[config.mk]
export PLATFORM = sky130hd
export DESIGN_NAME = bit_group_repacker_core
export DESIGN_NICKNAME = d
export VERILOG_FILES = /design/src/sv/bgr_pkg.sv /design/src/sv/bgr_regs.sv /design/src/sv/bgr_dp.sv /design/src/sv/bgr_ctrl.sv /design/src/sv/bit_group_repacker_core.sv
export VERILOG_INCLUDE_DIRS = /design/src /design/src/sv
export SDC_FILE = /design/constraint.sdc
export NUM_CORES = 1
export LEC_CHECK = 0
export BUFFER_PORTS_ARGS = -buffer_cell sky130_fd_sc_hd__clkbuf_2
export CAP_MARGIN = 30
export CELL_PAD_IN_SITES_DETAIL_PLACEMENT = 1
export CELL_PAD_IN_SITES_GLOBAL_PLACEMENT = 1
export CORE_MARGIN = 2
export CORE_UTILIZATION = 30
export DETAILED_ROUTE_END_ITERATION = 10
export PLACE_DENSITY = 0.67
export SYNTH_ARGS = -nofsm -noshare
export SYNTH_HDL_FRONTEND = slang
export SYNTH_SLANG_ARGS = --single-unit
export TNS_END_PERCENT = 5
[constraint.sdc]
create_clock -name clk -period 3.8 [get_ports clk]
set_input_delay 0.19 -clock clk [delete_from_list [all_inputs] [get_ports clk]]
set_output_delay 0.19 -clock clk [all_outputs]
set_load 0.02 [all_outputs]
[src/sv/bit_group_repacker_core_defines.svh]
// Assertion macros shared by the repacker modules.
// Needs clk and rst_n in the scope of each use.
`ifndef BIT_GROUP_REPACKER_CORE_DEFINES_SVH
`define BIT_GROUP_REPACKER_CORE_DEFINES_SVH

// Check a property on every clock edge outside reset.
`define BGR_ASSERT(lbl, prop, msg) \
  lbl: assert property (@(posedge clk) disable iff (!rst_n) (prop)) else $error(msg);

// Check that an antecedent implies a consequent in the same cycle.
`define BGR_ASSERT_IMP(lbl, ante, cons, msg) \
  lbl: assert property (@(posedge clk) disable iff (!rst_n) (ante) |-> (cons)) else $error(msg);

// Check that an antecedent implies a consequent in the next cycle.
`define BGR_ASSERT_NEXT(lbl, ante, cons, msg) \
  lbl: assert property (@(posedge clk) disable iff (!rst_n) (ante) |=> (cons)) else $error(msg);

`endif

[src/sv/bgr_pkg.sv]
// Shared types, codes and helpers of the bit group repacker.
// No dependencies; used by every module of the block.
`default_nettype none
package bgr_pkg;

  localparam int unsigned AccW  = 16;
  localparam int unsigned PendW = 5;
  localparam int unsigned SymW  = 8;
  localparam int unsigned WidW  = 4;
  localparam int unsigned AddrW = 4;
  localparam int unsigned DataW = 32;

  localparam logic [WidW-1:0] InBitsRst  = 4'd8;
  localparam logic [WidW-1:0] OutBitsRst = 4'd5;
  localparam logic            PadRst     = 1'b1;

  typedef enum logic [1:0] {
    REG_IN_BITS  = 2'd0,
    REG_OUT_BITS = 2'd1,
    REG_PAD_MODE = 2'd2
  } reg_idx_t;

  typedef enum logic [1:0] {
    S_IDLE  = 2'd0,
    S_GROUP = 2'd1,
    S_END   = 2'd2,
    S_STAT  = 2'd3
  } state_t;

  typedef struct packed {
    logic [WidW-1:0] in_bits;
    logic [WidW-1:0] out_bits;
    logic            pad_mode;
  } cfg_t;

  typedef struct packed {
    logic load;
    logic emit_group;
    logic emit_left;
    logic emit_stat;
  } cmd_t;

  typedef struct packed {
    logic has_group;
    logic last_group;
    logic pend_nz;
    logic pad;
    logic out_free;
  } sts_t;

  // Clamp a width register to 1..8.
  function automatic logic [WidW-1:0] eff_width(input logic [WidW-1:0] v);
    logic [WidW-1:0] r;
    r = v;
    if (v == '0) begin
      r = 4'd1;
    end else if (v > 4'd8) begin
      r = 4'd8;
    end
    return r;
  endfunction

endpackage
`default_nettype wire

[src/sv/bgr_regs.sv]
// Configuration registers behind the APB-style write port.
// Depends on bgr_pkg.
`default_nettype none
module bgr_regs (
  input  wire logic                       clk,
  input  wire logic                       rst_n,
  input  wire logic                       cfg_psel,
  input  wire logic                       cfg_penable,
  input  wire logic                       cfg_pwrite,
  input  wire logic [bgr_pkg::AddrW-1:0]  cfg_paddr,
  input  wire logic [bgr_pkg::DataW-1:0]  cfg_pwdata,
  output logic      [bgr_pkg::DataW-1:0]  cfg_prdata,
  output logic                            cfg_pready,
  output bgr_pkg::cfg_t                   cfg,
  output logic                            msg_clear
);

  logic [bgr_pkg::WidW-1:0] in_bits_r, in_bits_nxt;
  logic [bgr_pkg::WidW-1:0] out_bits_r, out_bits_nxt;
  logic                     pad_mode_r, pad_mode_nxt;
  logic                     wr_en;
  bgr_pkg::reg_idx_t        idx;

  assign cfg_pready = 1'b1;
  assign wr_en      = cfg_psel & cfg_penable & cfg_pwrite;
  assign idx        = bgr_pkg::reg_idx_t'(cfg_paddr[3:2]);

  always_comb begin
    in_bits_nxt  = in_bits_r;
    out_bits_nxt = out_bits_r;
    pad_mode_nxt = pad_mode_r;
    msg_clear    = 1'b0;
    if (wr_en) begin
      case (idx)
        bgr_pkg::REG_IN_BITS: begin
          in_bits_nxt = cfg_pwdata[bgr_pkg::WidW-1:0];
          msg_clear   = 1'b1;
        end
        bgr_pkg::REG_OUT_BITS: begin
          out_bits_nxt = cfg_pwdata[bgr_pkg::WidW-1:0];
          msg_clear    = 1'b1;
        end
        bgr_pkg::REG_PAD_MODE: begin
          pad_mode_nxt = cfg_pwdata[0];
        end
        default: begin
          // unmapped address: drop the write
        end
      endcase
    end
  end

  always_comb begin
    case (idx)
      bgr_pkg::REG_IN_BITS:  cfg_prdata = bgr_pkg::DataW'(in_bits_r);
      bgr_pkg::REG_OUT_BITS: cfg_prdata = bgr_pkg::DataW'(out_bits_r);
      bgr_pkg::REG_PAD_MODE: cfg_prdata = bgr_pkg::DataW'(pad_mode_r);
      default:               cfg_prdata = '0;
    endcase
  end

  always_ff @(posedge clk) begin
    if (!rst_n) begin
      in_bits_r  <= bgr_pkg::InBitsRst;
      out_bits_r <= bgr_pkg::OutBitsRst;
      pad_mode_r <= bgr_pkg::PadRst;
    end else begin
      in_bits_r  <= in_bits_nxt;
      out_bits_r <= out_bits_nxt;
      pad_mode_r <= pad_mode_nxt;
    end
  end

  assign cfg.in_bits  = bgr_pkg::eff_width(in_bits_r);
  assign cfg.out_bits = bgr_pkg::eff_width(out_bits_r);
  assign cfg.pad_mode = pad_mode_r;

endmodule
`default_nettype wire

[src/sv/bgr_dp.sv]
// Datapath: bit accumulator, group extraction and the output word register.
// Depends on bgr_pkg and bit_group_repacker_core_defines.svh.
`default_nettype none
`include "bit_group_repacker_core_defines.svh"
module bgr_dp (
  input  wire logic                      clk,
  input  wire logic                      rst_n,
  input  wire bgr_pkg::cfg_t             cfg,
  input  wire logic                      msg_clear,
  input  wire bgr_pkg::cmd_t             cmd,
  output bgr_pkg::sts_t                  sts,
  input  wire logic [bgr_pkg::SymW-1:0]  in_symbol_in,
  output logic                           out_valid,
  input  wire logic                      out_ready,
  output logic      [bgr_pkg::SymW-1:0]  out_symbol,
  output logic                           out_is_status,
  output logic                           out_ok,
  output logic                           out_last
);

  logic [bgr_pkg::AccW-1:0]  acc_r, acc_nxt;
  logic [bgr_pkg::PendW-1:0] pend_r, pend_nxt;
  logic                      out_valid_r, out_valid_nxt;
  logic [bgr_pkg::SymW-1:0]  out_symbol_r, out_symbol_nxt;
  logic                      out_is_status_r, out_is_status_nxt;
  logic                      out_ok_r, out_ok_nxt;
  logic                      out_last_r, out_last_nxt;

  logic [bgr_pkg::PendW-1:0] ob_ext, ib_ext, rem;
  logic [bgr_pkg::SymW-1:0]  in_mask, maxv, group_sym, leftover;
  logic [bgr_pkg::WidW-1:0]  sh;
  logic [bgr_pkg::AccW-1:0]  acc_shl, left_full;
  logic                      ok_calc;

  assign ob_ext    = bgr_pkg::PendW'(cfg.out_bits);
  assign ib_ext    = bgr_pkg::PendW'(cfg.in_bits);
  assign in_mask   = bgr_pkg::SymW'((9'd1 << cfg.in_bits) - 9'd1);
  assign maxv      = bgr_pkg::SymW'((9'd1 << cfg.out_bits) - 9'd1);
  assign rem       = pend_r - ob_ext;
  assign acc_shl   = acc_r >> rem;
  assign group_sym = acc_shl[bgr_pkg::SymW-1:0] & maxv;

  // Left-align leftover bits into one out_bits group, zero filled.
  assign sh        = (pend_r < ob_ext) ? bgr_pkg::WidW'(ob_ext - pend_r) : '0;
  assign left_full = acc_r << sh;
  assign leftover  = left_full[bgr_pkg::SymW-1:0] & maxv;
  assign ok_calc   = cfg.pad_mode | ((leftover == '0) && (pend_r < ib_ext));

  assign sts.has_group  = (pend_r >= ob_ext);
  assign sts.last_group = (rem < ob_ext);
  assign sts.pend_nz    = (pend_r != '0);
  assign sts.pad        = cfg.pad_mode;
  assign sts.out_free   = ~out_valid_r | out_ready;

  always_comb begin
    acc_nxt  = acc_r;
    pend_nxt = pend_r;
    if (msg_clear || cmd.emit_left || cmd.emit_stat) begin
      acc_nxt  = '0;
      pend_nxt = '0;
    end else if (cmd.load) begin
      acc_nxt  = (acc_r << cfg.in_bits) | bgr_pkg::AccW'(in_symbol_in & in_mask);
      pend_nxt = pend_r + ib_ext;
    end else if (cmd.emit_group) begin
      acc_nxt  = acc_r & bgr_pkg::AccW'((17'd1 << rem) - 17'd1);
      pend_nxt = rem;
    end
  end

  always_comb begin
    out_valid_nxt     = out_valid_r & ~out_ready;
    out_symbol_nxt    = out_symbol_r;
    out_is_status_nxt = out_is_status_r;
    out_ok_nxt        = out_ok_r;
    out_last_nxt      = out_last_r;
    if (cmd.emit_group) begin
      out_valid_nxt     = 1'b1;
      out_symbol_nxt    = group_sym;
      out_is_status_nxt = 1'b0;
      out_ok_nxt        = 1'b0;
      out_last_nxt      = sts.last_group;
    end else if (cmd.emit_left) begin
      out_valid_nxt     = 1'b1;
      out_symbol_nxt    = leftover;
      out_is_status_nxt = 1'b0;
      out_ok_nxt        = 1'b0;
      out_last_nxt      = 1'b0;
    end else if (cmd.emit_stat) begin
      out_valid_nxt     = 1'b1;
      out_symbol_nxt    = '0;
      out_is_status_nxt = 1'b1;
      out_ok_nxt        = ok_calc;
      out_last_nxt      = 1'b1;
    end
  end

  always_ff @(posedge clk) begin
    if (!rst_n) begin
      acc_r       <= '0;
      pend_r      <= '0;
      out_valid_r <= 1'b0;
    end else begin
      acc_r       <= acc_nxt;
      pend_r      <= pend_nxt;
      out_valid_r <= out_valid_nxt;
    end
  end

  always_ff @(posedge clk) begin
    out_symbol_r    <= out_symbol_nxt;
    out_is_status_r <= out_is_status_nxt;
    out_ok_r        <= out_ok_nxt;
    out_last_r      <= out_last_nxt;
  end

  assign out_valid     = out_valid_r;
  assign out_symbol    = out_symbol_r;
  assign out_is_status = out_is_status_r;
  assign out_ok        = out_ok_r;
  assign out_last      = out_last_r;

  `BGR_ASSERT(a_acc_clean, (acc_r >> pend_r) == '0, "accumulator holds bits above pending count")
  `BGR_ASSERT_NEXT(a_stat_clears, cmd.emit_stat, (pend_r == '0) && (acc_r == '0), "status did not clear message")
  `BGR_ASSERT_IMP(a_emit_free, cmd.emit_group || cmd.emit_left || cmd.emit_stat, ~out_valid_r || out_ready, "word overwritten before taken")

endmodule
`default_nettype wire

[src/sv/bgr_ctrl.sv]
// Controller state machine: accepts input words and sequences result emission.
// Depends on bgr_pkg and bit_group_repacker_core_defines.svh.
`default_nettype none
`include "bit_group_repacker_core_defines.svh"
module bgr_ctrl (
  input  wire logic          clk,
  input  wire logic          rst_n,
  input  wire logic          in_valid,
  output logic               in_ready,
  input  wire logic          in_kind,
  input  wire bgr_pkg::sts_t sts,
  output bgr_pkg::cmd_t      cmd
);

  bgr_pkg::state_t state_r, state_nxt;
  logic            pad_sym;

  assign pad_sym = sts.pad & sts.pend_nz;

  always_comb begin
    state_nxt = state_r;
    case (state_r)
      bgr_pkg::S_IDLE: begin
        if (in_valid) begin
          state_nxt = in_kind ? bgr_pkg::S_END : bgr_pkg::S_GROUP;
        end
      end
      bgr_pkg::S_GROUP: begin
        if (!sts.has_group) begin
          state_nxt = bgr_pkg::S_IDLE;
        end else if (sts.out_free && sts.last_group) begin
          state_nxt = bgr_pkg::S_IDLE;
        end
      end
      bgr_pkg::S_END: begin
        if (sts.out_free) begin
          state_nxt = pad_sym ? bgr_pkg::S_STAT : bgr_pkg::S_IDLE;
        end
      end
      bgr_pkg::S_STAT: begin
        if (sts.out_free) begin
          state_nxt = bgr_pkg::S_IDLE;
        end
      end
      default: state_nxt = bgr_pkg::S_IDLE;
    endcase
  end

  always_comb begin
    in_ready = 1'b0;
    cmd      = '0;
    case (state_r)
      bgr_pkg::S_IDLE: begin
        in_ready = 1'b1;
        cmd.load = in_valid & ~in_kind;
      end
      bgr_pkg::S_GROUP: begin
        cmd.emit_group = sts.has_group & sts.out_free;
      end
      bgr_pkg::S_END: begin
        cmd.emit_left = sts.out_free & pad_sym;
        cmd.emit_stat = sts.out_free & ~pad_sym;
      end
      bgr_pkg::S_STAT: begin
        cmd.emit_stat = sts.out_free;
      end
      default: begin
        in_ready = 1'b0;
      end
    endcase
  end

  always_ff @(posedge clk) begin
    if (!rst_n) begin
      state_r <= bgr_pkg::S_IDLE;
    end else begin
      state_r <= state_nxt;
    end
  end

  `BGR_ASSERT(a_cmd_onehot, $onehot0(cmd), "more than one datapath command")
  `BGR_ASSERT_NEXT(a_busy_after_load, cmd.load, !in_ready, "accepted a word while one is in work")
  `BGR_ASSERT_IMP(a_no_emit_idle, in_ready, !(cmd.emit_group || cmd.emit_left || cmd.emit_stat), "emit while idle")

endmodule
`default_nettype wire

[src/sv/bit_group_repacker_core.sv]
// Top level of the bit group repacker: wires registers, controller and datapath.
// Depends on bgr_pkg, bgr_regs, bgr_ctrl and bgr_dp.
//
// Usage:
//   Input channel (in_valid/in_ready, in_kind, in_symbol_in): a data word
//   (in_kind 0) shifts its low in_bits bits into the accumulator; an end word
//   (in_kind 1) closes the message. Result channel (out_valid/out_ready) gives
//   out_bits-wide groups MSB first, then on an end word an optional padded
//   leftover group and one status word (out_is_status, out_ok). out_last flags
//   the final result of each input word.
//   Timing: the word is taken in the idle state, then one result per cycle
//   comes from the controller while the output register is free; a new word
//   is taken only once the controller is back in its idle state. The first
//   result shows on out_valid once the group or end state has loaded it.
//   A waiting last result does not block the next input word; when the receiver
//   stalls, the controller holds in its emit state and in_ready stays low until
//   the last result of the word is loaded into the output register.
//   Reset (synchronous, rst_n low) restores in_bits 8, out_bits 5, pad mode
//   on and clears the message. Writing in_bits or out_bits drops any partial
//   message; write registers only while the block is idle.
`default_nettype none
module bit_group_repacker_core (
  input  wire logic                      clk,
  input  wire logic                      rst_n,
  input  wire logic                      cfg_psel,
  input  wire logic                      cfg_penable,
  input  wire logic                      cfg_pwrite,
  input  wire logic [bgr_pkg::AddrW-1:0] cfg_paddr,
  input  wire logic [bgr_pkg::DataW-1:0] cfg_pwdata,
  output logic      [bgr_pkg::DataW-1:0] cfg_prdata,
  output logic                           cfg_pready,
  input  wire logic                      in_valid,
  output logic                           in_ready,
  input  wire logic                      in_kind,
  input  wire logic [bgr_pkg::SymW-1:0]  in_symbol_in,
  output logic                           out_valid,
  input  wire logic                      out_ready,
  output logic      [bgr_pkg::SymW-1:0]  out_symbol,
  output logic                           out_is_status,
  output logic                           out_ok,
  output logic                           out_last
);

  bgr_pkg::cfg_t cfg;
  bgr_pkg::cmd_t cmd;
  bgr_pkg::sts_t sts;
  logic          msg_clear;

  // Register file; a width write also pulses msg_clear.
  bgr_regs u_regs (
    .clk         (clk),
    .rst_n       (rst_n),
    .cfg_psel    (cfg_psel),
    .cfg_penable (cfg_penable),
    .cfg_pwrite  (cfg_pwrite),
    .cfg_paddr   (cfg_paddr),
    .cfg_pwdata  (cfg_pwdata),
    .cfg_prdata  (cfg_prdata),
    .cfg_pready  (cfg_pready),
    .cfg         (cfg),
    .msg_clear   (msg_clear)
  );

  // Sequencer: takes one word, then issues one emit per free output slot.
  bgr_ctrl u_ctrl (
    .clk      (clk),
    .rst_n    (rst_n),
    .in_valid (in_valid),
    .in_ready (in_ready),
    .in_kind  (in_kind),
    .sts      (sts),
    .cmd      (cmd)
  );

  // Accumulator, group extraction and output word register.
  bgr_dp u_dp (
    .clk           (clk),
    .rst_n         (rst_n),
    .cfg           (cfg),
    .msg_clear     (msg_clear),
    .cmd           (cmd),
    .sts           (sts),
    .in_symbol_in  (in_symbol_in),
    .out_valid     (out_valid),
    .out_ready     (out_ready),
    .out_symbol    (out_symbol),
    .out_is_status (out_is_status),
    .out_ok        (out_ok),
    .out_last      (out_last)
  );

endmodule
`default_nettype wire
==> results of run 1 <==
logic make-up after synthesis:
| family | count (synthesis) |
|---|---|
| flip-flops | 44 |
| adder cells (fa/ha/maj) | 24 |
| buffers and inverters | 96 |
| XOR/XNOR | 9 |
| multiplexers | 61 |
| AND/OR/NAND/NOR | 195 |
| AO/OA/AOI/OAI | 161 |
| other | 2 |
placed cells by master, fill, tap and decap left out, drive strengths merged, types with 13 or more instances in the layout:
| cell | synthesis | routed |
|---|---|---|
| dfxtp | 35 | 35 |
| a21oi | 43 | 43 |
| o21ai | 28 | 28 |
| mux4 | 16 | 16 |
| conb | 2 | 31 |
| inv | 22 | 24 |
| buf | 53 | 39 |
| mux2i | 39 | 39 |
| clkbuf | 21 | 43 |
| nor3 | 19 | 19 |
| ha | 21 | 21 |
| nand2 | 67 | 67 |
| a211oi | 13 | 13 |
| nor2 | 50 | 50 |
| nand3 | 16 | 16 |
through the flow:
step	std cells	instance area, um2	power [mW]	hold WS (ns)
global route	848	5390	1.65	0.143
global placement	840	5210	1.02	0.446
detailed placement	840	5210	1.03	0.453
finish	848	5390	1.57	0.116
floorplan	621	4890	0.899	0.318
CTS	848	5390	1.58	0.123
critical path, stage by stage (launching register included):
cell and delay, ns:
sky130_fd_sc_hd__dfxtp_2 0.38, sky130_fd_sc_hd__or3_4 0.43, sky130_fd_sc_hd__nand2_1 0.13, sky130_fd_sc_hd__ha_1 0.28
sky130_fd_sc_hd__fa_1 0.23, sky130_fd_sc_hd__nor2b_1 0.06, sky130_fd_sc_hd__o21a_1 0.19, sky130_fd_sc_hd__or3_1 0.39
sky130_fd_sc_hd__nand3_4 0.13, sky130_fd_sc_hd__nor2_1 0.04, sky130_fd_sc_hd__nand2_1 0.07, sky130_fd_sc_hd__ha_1 0.33
sky130_fd_sc_hd__buf_4 0.19, sky130_fd_sc_hd__nand2_1 0.05, sky130_fd_sc_hd__o31ai_1 0.06, sky130_fd_sc_hd__a221oi_1 0.13
sky130_fd_sc_hd__nor4_1 0.32
registers in the layout, indices dropped and copies added, names as in the netlist:
name and flops:
u_dp.out_ok 1, u_dp.out_valid 1, u_ctrl.state_r 2, u_dp.out_symbol 8, u_regs.in_bits_r 4, u_regs.out_bits_r 4, u_dp.out_is_status 1, u_dp.out_last 1
u_dp.pend_r 5, u_dp.acc_r 16, u_regs.pad_mode_r 1
per-layer routing:
| layer | GRT usage (%) | vias up |
|---|---|---|
| met4 | 5.63 | 0 |
| met3 | 3.44 | 21 |
| met1 | 26.1 | 2273 |
| li1 | - | 2193 |
| met5 | 0 | - |
| met2 | 34.4 | 140 |
final cells by class:
cell class / instances / area, um2
clock buffer: 5 / 125
clock inverter: 3 / 50.0
timing repair buffer: 77 / 483
multi-input combinational: 481 / 3410
inverter: 22 / 82.6
fill: 1889 / 10300
sequential: 44 / 972
tap: 216 / 270
report_power, final:
part / internal, mW / total (mW) / switching [mW]
combinational: 0.177 / 0.488 / 0.310
clock: 0.318 / 0.546 / 0.228
sequential: 0.500 / 0.540 / 0.0405
synth_stat cells, drive strengths merged (4+ instances only):
| cell | number | area (um2) |
|---|---|---|
| o22ai | 7 | 43.8 |
| xnor2 | 5 | 43.8 |
| dfxtp | 35 | 701 |
| a21oi | 43 | 219 |
| nand2 | 67 | 251 |
| a21o | 4 | 30.0 |
| mux2i | 39 | 390 |
| or2 | 6 | 37.5 |
| nor2 | 50 | 208 |
| mux2 | 6 | 67.6 |
| buf | 53 | 359 |
| or3 | 5 | 31.3 |
| a211oi | 13 | 108 |
| o211ai | 9 | 67.6 |
| a21boi | 8 | 60.1 |
| mux4 | 16 | 360 |
| o21a | 4 | 37.5 |
| nand3 | 16 | 92.6 |
| edfxtp | 9 | 270 |
| clkbuf | 21 | 78.8 |
| o21ai | 28 | 155 |
| nor3 | 19 | 95.1 |
| a31oi | 6 | 37.5 |
| and2 | 4 | 25.0 |
| ha | 21 | 263 |
| inv | 22 | 82.6 |
| o31ai | 5 | 42.5 |
| nor2b | 7 | 51.3 |
| o32ai | 4 | 35.0 |
| nand2b | 5 | 31.3 |
| xor2 | 4 | 42.6 |
| a221oi | 6 | 52.6 |
| nor4 | 5 | 31.3 |
repair_timing:
action,in CTS,in global routing
resized for setup,0,3
endpoints found under the hold margin,0,0
setup buffers,0,0
endpoints found under the setup margin,0,5
worst min-delay path by stage:
stage	from	to	slack, ns	cells after the start
floorplan	cfg_pwdata[0]	u_regs.pad_mode_r	0.32	2
global placement	in_symbol_in[0]	u_dp.acc_r[0]	0.45	3
detailed placement	in_symbol_in[0]	u_dp.acc_r[0]	0.45	3
CTS	in_symbol_in[0]	u_dp.acc_r[0]	0.12	3
global route	in_symbol_in[0]	u_dp.acc_r[0]	0.14	3
finish	in_symbol_in[0]	u_dp.acc_r[0]	0.12	3
==> metrics, run 1 <==
run status finished, final reports clean; Pre-Repair DR Iteration Count 4; worst path arrival time 3.73 ns; simple-gate share of the synthesized area 19.7%; row cnt 46; Post-Synthesis Cells 592; summed negative setup slack over all endpoints 0 ns; Root Buffer Master sky130_fd_sc_hd__clkbuf_16; pin count of the biggest net entering global routing 30; first-pass GRT wire length 26.2 mm; area of the core region 15700 um2; Tot GR Track Use 20.1%; maximum ir drop on the vdd rail 0.000156 V; number of endpoints failing setup at the final stage 0; final design utilization 34.3%; max-slew violation count 0; arithmetic-cell share of the synthesized area counting full adders, half adders and majority gates 6.75%; required time of the worst setup path 4.01 ns; routed length per instance 19.4 um; number of sinks handled by clock tree synthesis 44; yosys synthesis warning count 0; routed metal-1 wirelength 7.30 mm; Ports 98; gp weighted congestion 0.914; endpoint of the lowest-slack register-to-register path u_dp.acc_r[4]; routed vias/inst 5.46; vias 4627; die boundary width 130 um; areal power density over the cells 292 nW/um2; part of the cycle the worst path needs 92.8%; termination of the worst setup path u_dp.acc_r[4]; CTS tree yes; total count of hold-check failures in the final report 0; count of routing violations after the opening detailed-route iteration 234; count of distinct cell types in the synthesized netlist 76; max-cap check violation count 0; count of cells along the worst register-to-register path 16; remaining routing DRC violations 0; post-layout net count 707; global route total overflow 0; Initial Util 30.5%; Critical Path Source u_regs.out_bits_r[3]; flip-flop and latch count after synthesis 44; maximum buffer depth of the clock tree 2; headroom to the max-slew limit 55.8%; share of synthesized flip-flops with an asynchronous set or reset 0%; mux cell area share after synthesis 17.1%; XOR/XNOR share of the synthesized area 1.80%; RSZ-0062 raised after global routing false; highest signal layer in the routed design met4; number of I/O port buffers 38; main combinational cell family by area after synthesis compound AO/OA/AOI/OAI gates; kind of critical path reg2reg; share of cells above drive strength 1 20.6%; Worst Setup Start Kind register; metal3 WL 931 um; slew at the pin closest to its max-slew limit 0.662 ns; final worst setup slack 0.274 ns; antenna violations before repair 0; met2 wire length 7.92 mm; H-tree Lvls 2; Max Clock Skew 0.00891 ns; vertical extent of the die 130 um; Clk pin slew, worst setup/hold paths 0.08 ns; HPWL after detailed placement 12.7 mm; area growth from synthesis to layout 12.7%; number of nets with antenna violations after routing 0; complex-gate fraction of the synthesized area 23.3%; Hold/Removal Path Class in2reg; Inserted Clock Buffers 5; highest achievable clock rate 284 MHz; flop2flop setup slack 0.27 ns; clock insertion delay at the later pin of the skew report 0.31 ns; crit path capture type register; EDFF count, synth 9; post-route minimum period 3.53 ns; summed instance area of the synthesized netlist 4790 um2; Worst Path Max Fanout 8; number of global-route vias before repair 4711; worst reg2reg startpoint u_regs.out_bits_r[3]; Primary FF master, synth sky130_fd_sc_hd__dfxtp_1; diodes inserted 0; number of hold buffers added after CTS 0; post-placement setup slack 0.170 ns; leakage power 2.09 nW; die area 17000 um2; routed wire length 16.5 mm; syn avg cell area 8.08 um2; Seq/Total Area, Yosys 20.3%
Power figures use the tool's default switching activity.
==> run 2: changes to the inputs <==
Settings changed: CTS_CLUSTER_DIAMETER from default to 200, SETUP_SLACK_MARGIN from default to 0.5, SLEW_MARGIN from default to 0.
==> run 2 against run 1 <==
Hold slack gained 0.012 ns. Final area grew 0.91%. Core utilization grew 0.31 points. Sequential power is essentially flat. Highest routed layer unchanged.
==> metrics, run 2 (synthesis gave the netlist of run 1 again) <==
run status finished, final reports clean; area of the core region 15700 um2; number of standard cells in the layout, taps in and fillers out 846; filler cell count 1911; internal power 0.999 mW; part of the cycle the worst path needs 85.4%; leakage power 2.08 nW; die area 17000 um2; endpoint of the lowest-slack register-to-register path u_dp.acc_r[8]; share of cells above drive strength 1 21.4%; areal power density over the cells 291 nW/um2; slew at the pin closest to its max-slew limit 0.663 ns; total count of hold-check failures in the final report 0; number of I/O port buffers 38; maximum ir drop on the vdd rail 0.000152 V; routed wire length 16.8 mm; gp weighted congestion 0.902; pin count of the biggest net entering global routing 38; post-layout net count 705; Inserted Clock Buffers 5; number of hold buffers added after CTS 0; clock insertion delay at the later pin of the skew report 0.31 ns; Hold/Removal Path Class in2reg; Ports 98; worst path arrival time 3.45 ns; final worst setup slack 0.556 ns; area of the multi-input gates 3440 um2; antenna violations before repair 0; share of total power consumed by net switching 36.9%; number of endpoints failing setup at the final stage 0; highest achievable clock rate 308 MHz; part of the total power dissipated in the clock network 34.7%; max-slew violation count 0; global route total overflow 0; first-pass GRT wire length 26.3 mm; endpoint with the worst hold slack u_dp.acc_r[0]; HPWL after detailed placement 12.6 mm; commonest non-fill, non-tap cell in the layout sky130_fd_sc_hd__nand2_1; headroom to the max-slew limit 55.7%; area used by sequential logic in the layout 975 um2; flip-flop count of the largest register after layout 16; number of nets with antenna violations after routing 0; area growth from synthesis to layout 13.7%; required time of the worst setup path 4.01 ns; vertical extent of the die 130 um; highest-count cells in the layout ignoring fill and taps sky130_fd_sc_hd__nand2_1, sky130_fd_sc_hd__nor2_1, sky130_fd_sc_hd__a21oi_1, sky130_fd_sc_hd__mux2i_1, sky130_fd_sc_hd__clkbuf_2; row cnt 46; count of cells along the worst register-to-register path 15; Max Clock Skew 0.0126 ns; Root Buffer Master sky130_fd_sc_hd__clkbuf_16; routed length per instance 19.8 um; summed negative setup slack over all endpoints 0 ns; maximum buffer depth of the clock tree 2; worst reg2reg startpoint u_regs.out_bits_r[3]; max-cap check violation count 0; H-tree Lvls 2; Overall Power 1.58 mW; RSZ-0062 raised after global routing true; part of the power in registers 34.2%; post-route minimum period 3.24 ns; number of global-route vias before repair 4799; Clk pin slew, worst setup/hold paths 0.07 ns; count of routing violations after the opening detailed-route iteration 291; remaining routing DRC violations 0; Gate power share 31.1%; Worst Path Max Fanout 8; die boundary width 130 um; Initial Util 30.5%; final design utilization 34.6%; routed vias/inst 5.52; number of sinks handled by clock tree synthesis 44; Switch Pwr 0.585 mW; vias 4669; diodes inserted 0; largest register by flop count u_dp.acc_r; hold path depth 3; CTS tree yes; cell total after placement 837; Tot GR Track Use 20.0%; Worst Setup Start Kind register; crit path capture type register; min-delay src in_symbol_in[0]; Pre-Repair DR Iteration Count 4; post-placement setup slack 0.257 ns; kind of critical path reg2reg; flop2flop setup slack 0.56 ns
==> run 2: routing by layer <==
layer	track usage (%)	up-vias	wire length, um
met4	5.57	0	295
met1	26.0	2312	7290
met5	0	-	0
met2	34.2	151	8120
li1	-	2181	-
met3	3.40	25	1060
==> run 2: how the worst max path moves through the flow <==
| stage | start | to | slack [ns] | depth (start not counted) |
|---|---|---|---|---|
| finish | u_regs.out_bits_r[3] | u_dp.acc_r[8] | 0.56 | 15 |
| detailed placement | u_regs.out_bits_r[3] | u_dp.acc_r[8] | 0.26 | 14 |
| floorplan | u_regs.out_bits_r[3] | u_dp.acc_r[8] | 0.51 | 15 |
| CTS | u_regs.out_bits_r[3] | u_dp.acc_r[8] | 0.48 | 14 |
| global route | u_regs.out_bits_r[3] | u_dp.acc_r[8] | 0.37 | 15 |
| global placement | u_regs.out_bits_r[3] | u_dp.acc_r[10] | 0.37 | 14 |
==> run 2: per-stage QoR <==
stage / area (um2) / hold WS, ns
5_1_grt: 5440 / 0.142
2_1_floorplan: 4900 / 0.318
3_5_place_dp: 5210 / 0.445
4_1_cts: 5410 / 0.122
6_report: 5440 / 0.127
3_3_place_gp: 5210 / 0.447
==> run 2: worst max-delay path, stage by stage (launching register included) <==
cell and delay, ns:
sky130_fd_sc_hd__dfxtp_4 0.40, sky130_fd_sc_hd__inv_1 0.10, sky130_fd_sc_hd__buf_4 0.17, sky130_fd_sc_hd__nand2_1 0.08
sky130_fd_sc_hd__inv_1 0.11, sky130_fd_sc_hd__ha_1 0.34, sky130_fd_sc_hd__nor2b_4 0.18, sky130_fd_sc_hd__o31a_1 0.19
sky130_fd_sc_hd__a21o_1 0.17, sky130_fd_sc_hd__nand3_4 0.08, sky130_fd_sc_hd__or2_2 0.30, sky130_fd_sc_hd__ha_2 0.24
sky130_fd_sc_hd__buf_4 0.16, sky130_fd_sc_hd__nor3_1 0.17, sky130_fd_sc_hd__o21ai_0 0.11, sky130_fd_sc_hd__a221oi_1 0.33
==> run 2: power by group through the flow <==
stage / clock network (mW) / logic [mW] / registers (mW)
4_1_cts: 0.565 / 0.486 / 0.541
5_1_grt: 0.581 / 0.534 / 0.545
3_5_place_dp: 0 / 0.481 / 0.551
2_1_floorplan: 0 / 0.362 / 0.538
6_report: 0.550 / 0.493 / 0.541
3_3_place_gp: 0 / 0.464 / 0.549
==> run 2: what timing repair did <==
action / CTS / global route
pin swaps: 0 / 1
setup endpoints to repair: 14 / 23
setup buffers: 0 / 1
gates resized for setup: 8 / 4
==> run 2: cell type report <==
class	count	share of cell area (%)
multi-input combinational	481	63.3
sequential	44	17.9
timing repair buffer	75	9.06
tap	216	4.97
clock buffer	5	2.30
inverter	22	1.52
clock inverter	3	0.920
==> run 3: changes to the inputs <==
Settings changed: PLACE_DENSITY 0.67 to 0.64.
==> run 3 against run 2 <==
Clock skew shrank 0.0023 ns. Sequential cell count is the same. Global-route usage grew 0.091 points. Sequential power is essentially flat. Critical path depth is the same. Cell count shrank 0.12%. Critical endpoint is now u_dp.acc_r[6]. Largest power group is now sequential cells.
==> metrics, run 3 (synthesis gave the netlist of run 1 again) <==
Tot GR Track Use 20.1%; summed negative setup slack over all endpoints 0 ns; flip-flop count of the largest register after layout 16; Pre-Repair DR Iteration Count 4; pin count of the biggest net entering global routing 31; worst path arrival time 3.47 ns; final worst setup slack 0.548 ns; metal3 WL 781 um; Initial Util 30.5%; area of the core region 15700 um2; maximum buffer depth of the clock tree 2; vias 4625; headroom to the max-slew limit 48.3%; highest signal layer in the routed design met4; global route total overflow 0; kind of critical path reg2reg; HPWL after detailed placement 12.7 mm; commonest non-fill, non-tap cell in the layout sky130_fd_sc_hd__nand2_1; highest cell delay on the worst timing path 0.40 ns; CTS tree yes; remaining routing DRC violations 0; first-pass GRT wire length 26.3 mm; Worst Setup Start Kind register; gp weighted congestion 0.874; highest-count cells in the layout ignoring fill and taps sky130_fd_sc_hd__nand2_1, sky130_fd_sc_hd__nor2_1, sky130_fd_sc_hd__a21oi_1, sky130_fd_sc_hd__mux2i_1, sky130_fd_sc_hd__clkbuf_2; number of sinks handled by clock tree synthesis 44; areal power density over the cells 286 nW/um2; number of I/O port buffers 38; routed wire length 16.8 mm; largest register by flop count u_dp.acc_r; Overall Power 1.56 mW; Max Clock Skew 0.0103 ns; routed metal-1 wirelength 7.59 mm; max-slew violation count 0; count of routing violations after the opening detailed-route iteration 276; maximum ir drop on the vdd rail 0.000163 V; part of the cycle the worst path needs 85.6%; die boundary width 130 um; cell total after placement 835; share of cells above drive strength 1 21.8%; number of standard cells in the layout, taps in and fillers out 845; critical path's slowest cell sky130_fd_sc_hd__dfxtp_2; number of endpoints failing setup at the final stage 0; area growth from synthesis to layout 13.4%; leakage power 2.07 nW; number of nets with antenna violations after routing 0; post-placement setup slack 0.203 ns; crit path capture type register; diodes inserted 0; met2 wire length 8.05 mm; RSZ-0062 raised after global routing true; antenna violations before repair 0; Root Buffer Master sky130_fd_sc_hd__clkbuf_16; max-cap check violation count 0; required time of the worst setup path 4.02 ns; Hold/Removal Path Class in2reg; post-layout net count 704; routed length per instance 19.9 um; Ports 98; Inserted Clock Buffers 5; finished layout cell area 5430 um2; vertical extent of the die 130 um; row cnt 46; post-route minimum period 3.25 ns; total count of hold-check failures in the final report 0; die area 17000 um2; total placed instance area 5170 um2; cells along the critical path inv_1 -> nand2_1 -> nand2_1 -> ha_4 -> fa_2 -> nor2b_1 -> o21a_1 -> or3_1 -> nand3_4 -> or2_2 -> ha_4 -> nand2b_1 -> o21ai_0 -> a221oi_2 -> nor4_1; run status finished, final reports clean; routed vias/inst 5.47; slew at the pin closest to its max-slew limit 0.756 ns; clock insertion delay at the later pin of the skew report 0.31 ns; Clk pin slew, worst setup/hold paths 0.07 ns; highest achievable clock rate 308 MHz; H-tree Lvls 2; number of global-route vias before repair 4737; Worst Path Max Fanout 11
## run 3: layout make-up
cell class                      count  area [um2]
Clock inverter                      1        8.76
Tap cell                          216         270
Fill cell                        1917       10300
Multi-Input combinational cell    481        3470
Inverter                           22        82.6
Clock buffer                        7         164
Sequential cell                    44         972
Timing Repair Buffer               74         460
## run 3: final timing paths
check                            start                 end  slack, ns  cells past startpoint
setup / recovery  u_regs.out_bits_r[3]       u_dp.acc_r[6]       0.55                     15
hold / removal         in_symbol_in[0]       u_dp.acc_r[0]       0.13                      3
setup reg to reg  u_regs.out_bits_r[3]       u_dp.acc_r[6]       0.55                     15
hold reg to reg     u_dp.out_is_status  u_dp.out_is_status       0.50                      2
## run 3: per-layer routing
metal / GRT usage [%] / vias up
li1: - / 2178
met1: 26.1 / 2282
met3: 2.87 / 27
met4: 6.58 / 0
met2: 34.4 / 138
met5: 0 / -
## run 3: through the flow
| step | hold slack, ns | util [%] |
|---|---|---|
| 4_1_cts | 0.132 | 34.3 |
| 2_1_floorplan | 0.318 | - |
| 6_report | 0.126 | 34.6 |
| 3_5_place_dp | 0.453 | 32.9 |
| 5_1_grt | 0.167 | 34.6 |
| 3_3_place_gp | 0.449 | 32.9 |
## run 3: timing repair
| item | CTS | global route |
|---|---|---|
| setup buffers | 0 | 2 |
| gates resized for setup | 9 | 7 |
| endpoints found under the setup margin | 17 | 24 |
| pin swaps | 1 | 3 |
| hold buffers | 0 | 0 |
## run 3: power by group
part / switching [mW] / internal, mW
Sequential: 0.0429 / 0.500
Combinational: 0.313 / 0.180
Clock: 0.216 / 0.304
## run 3: worst max-delay path: cells and delay by family (launching register included)
family	cells	cell delay, ns
AND/OR/NAND/NOR	8	1.35
adder cells (fa/ha/maj)	3	0.78
AO/OA/AOI/OAI	3	0.48
flip-flops	1	0.40
buffers and inverters	1	0.13
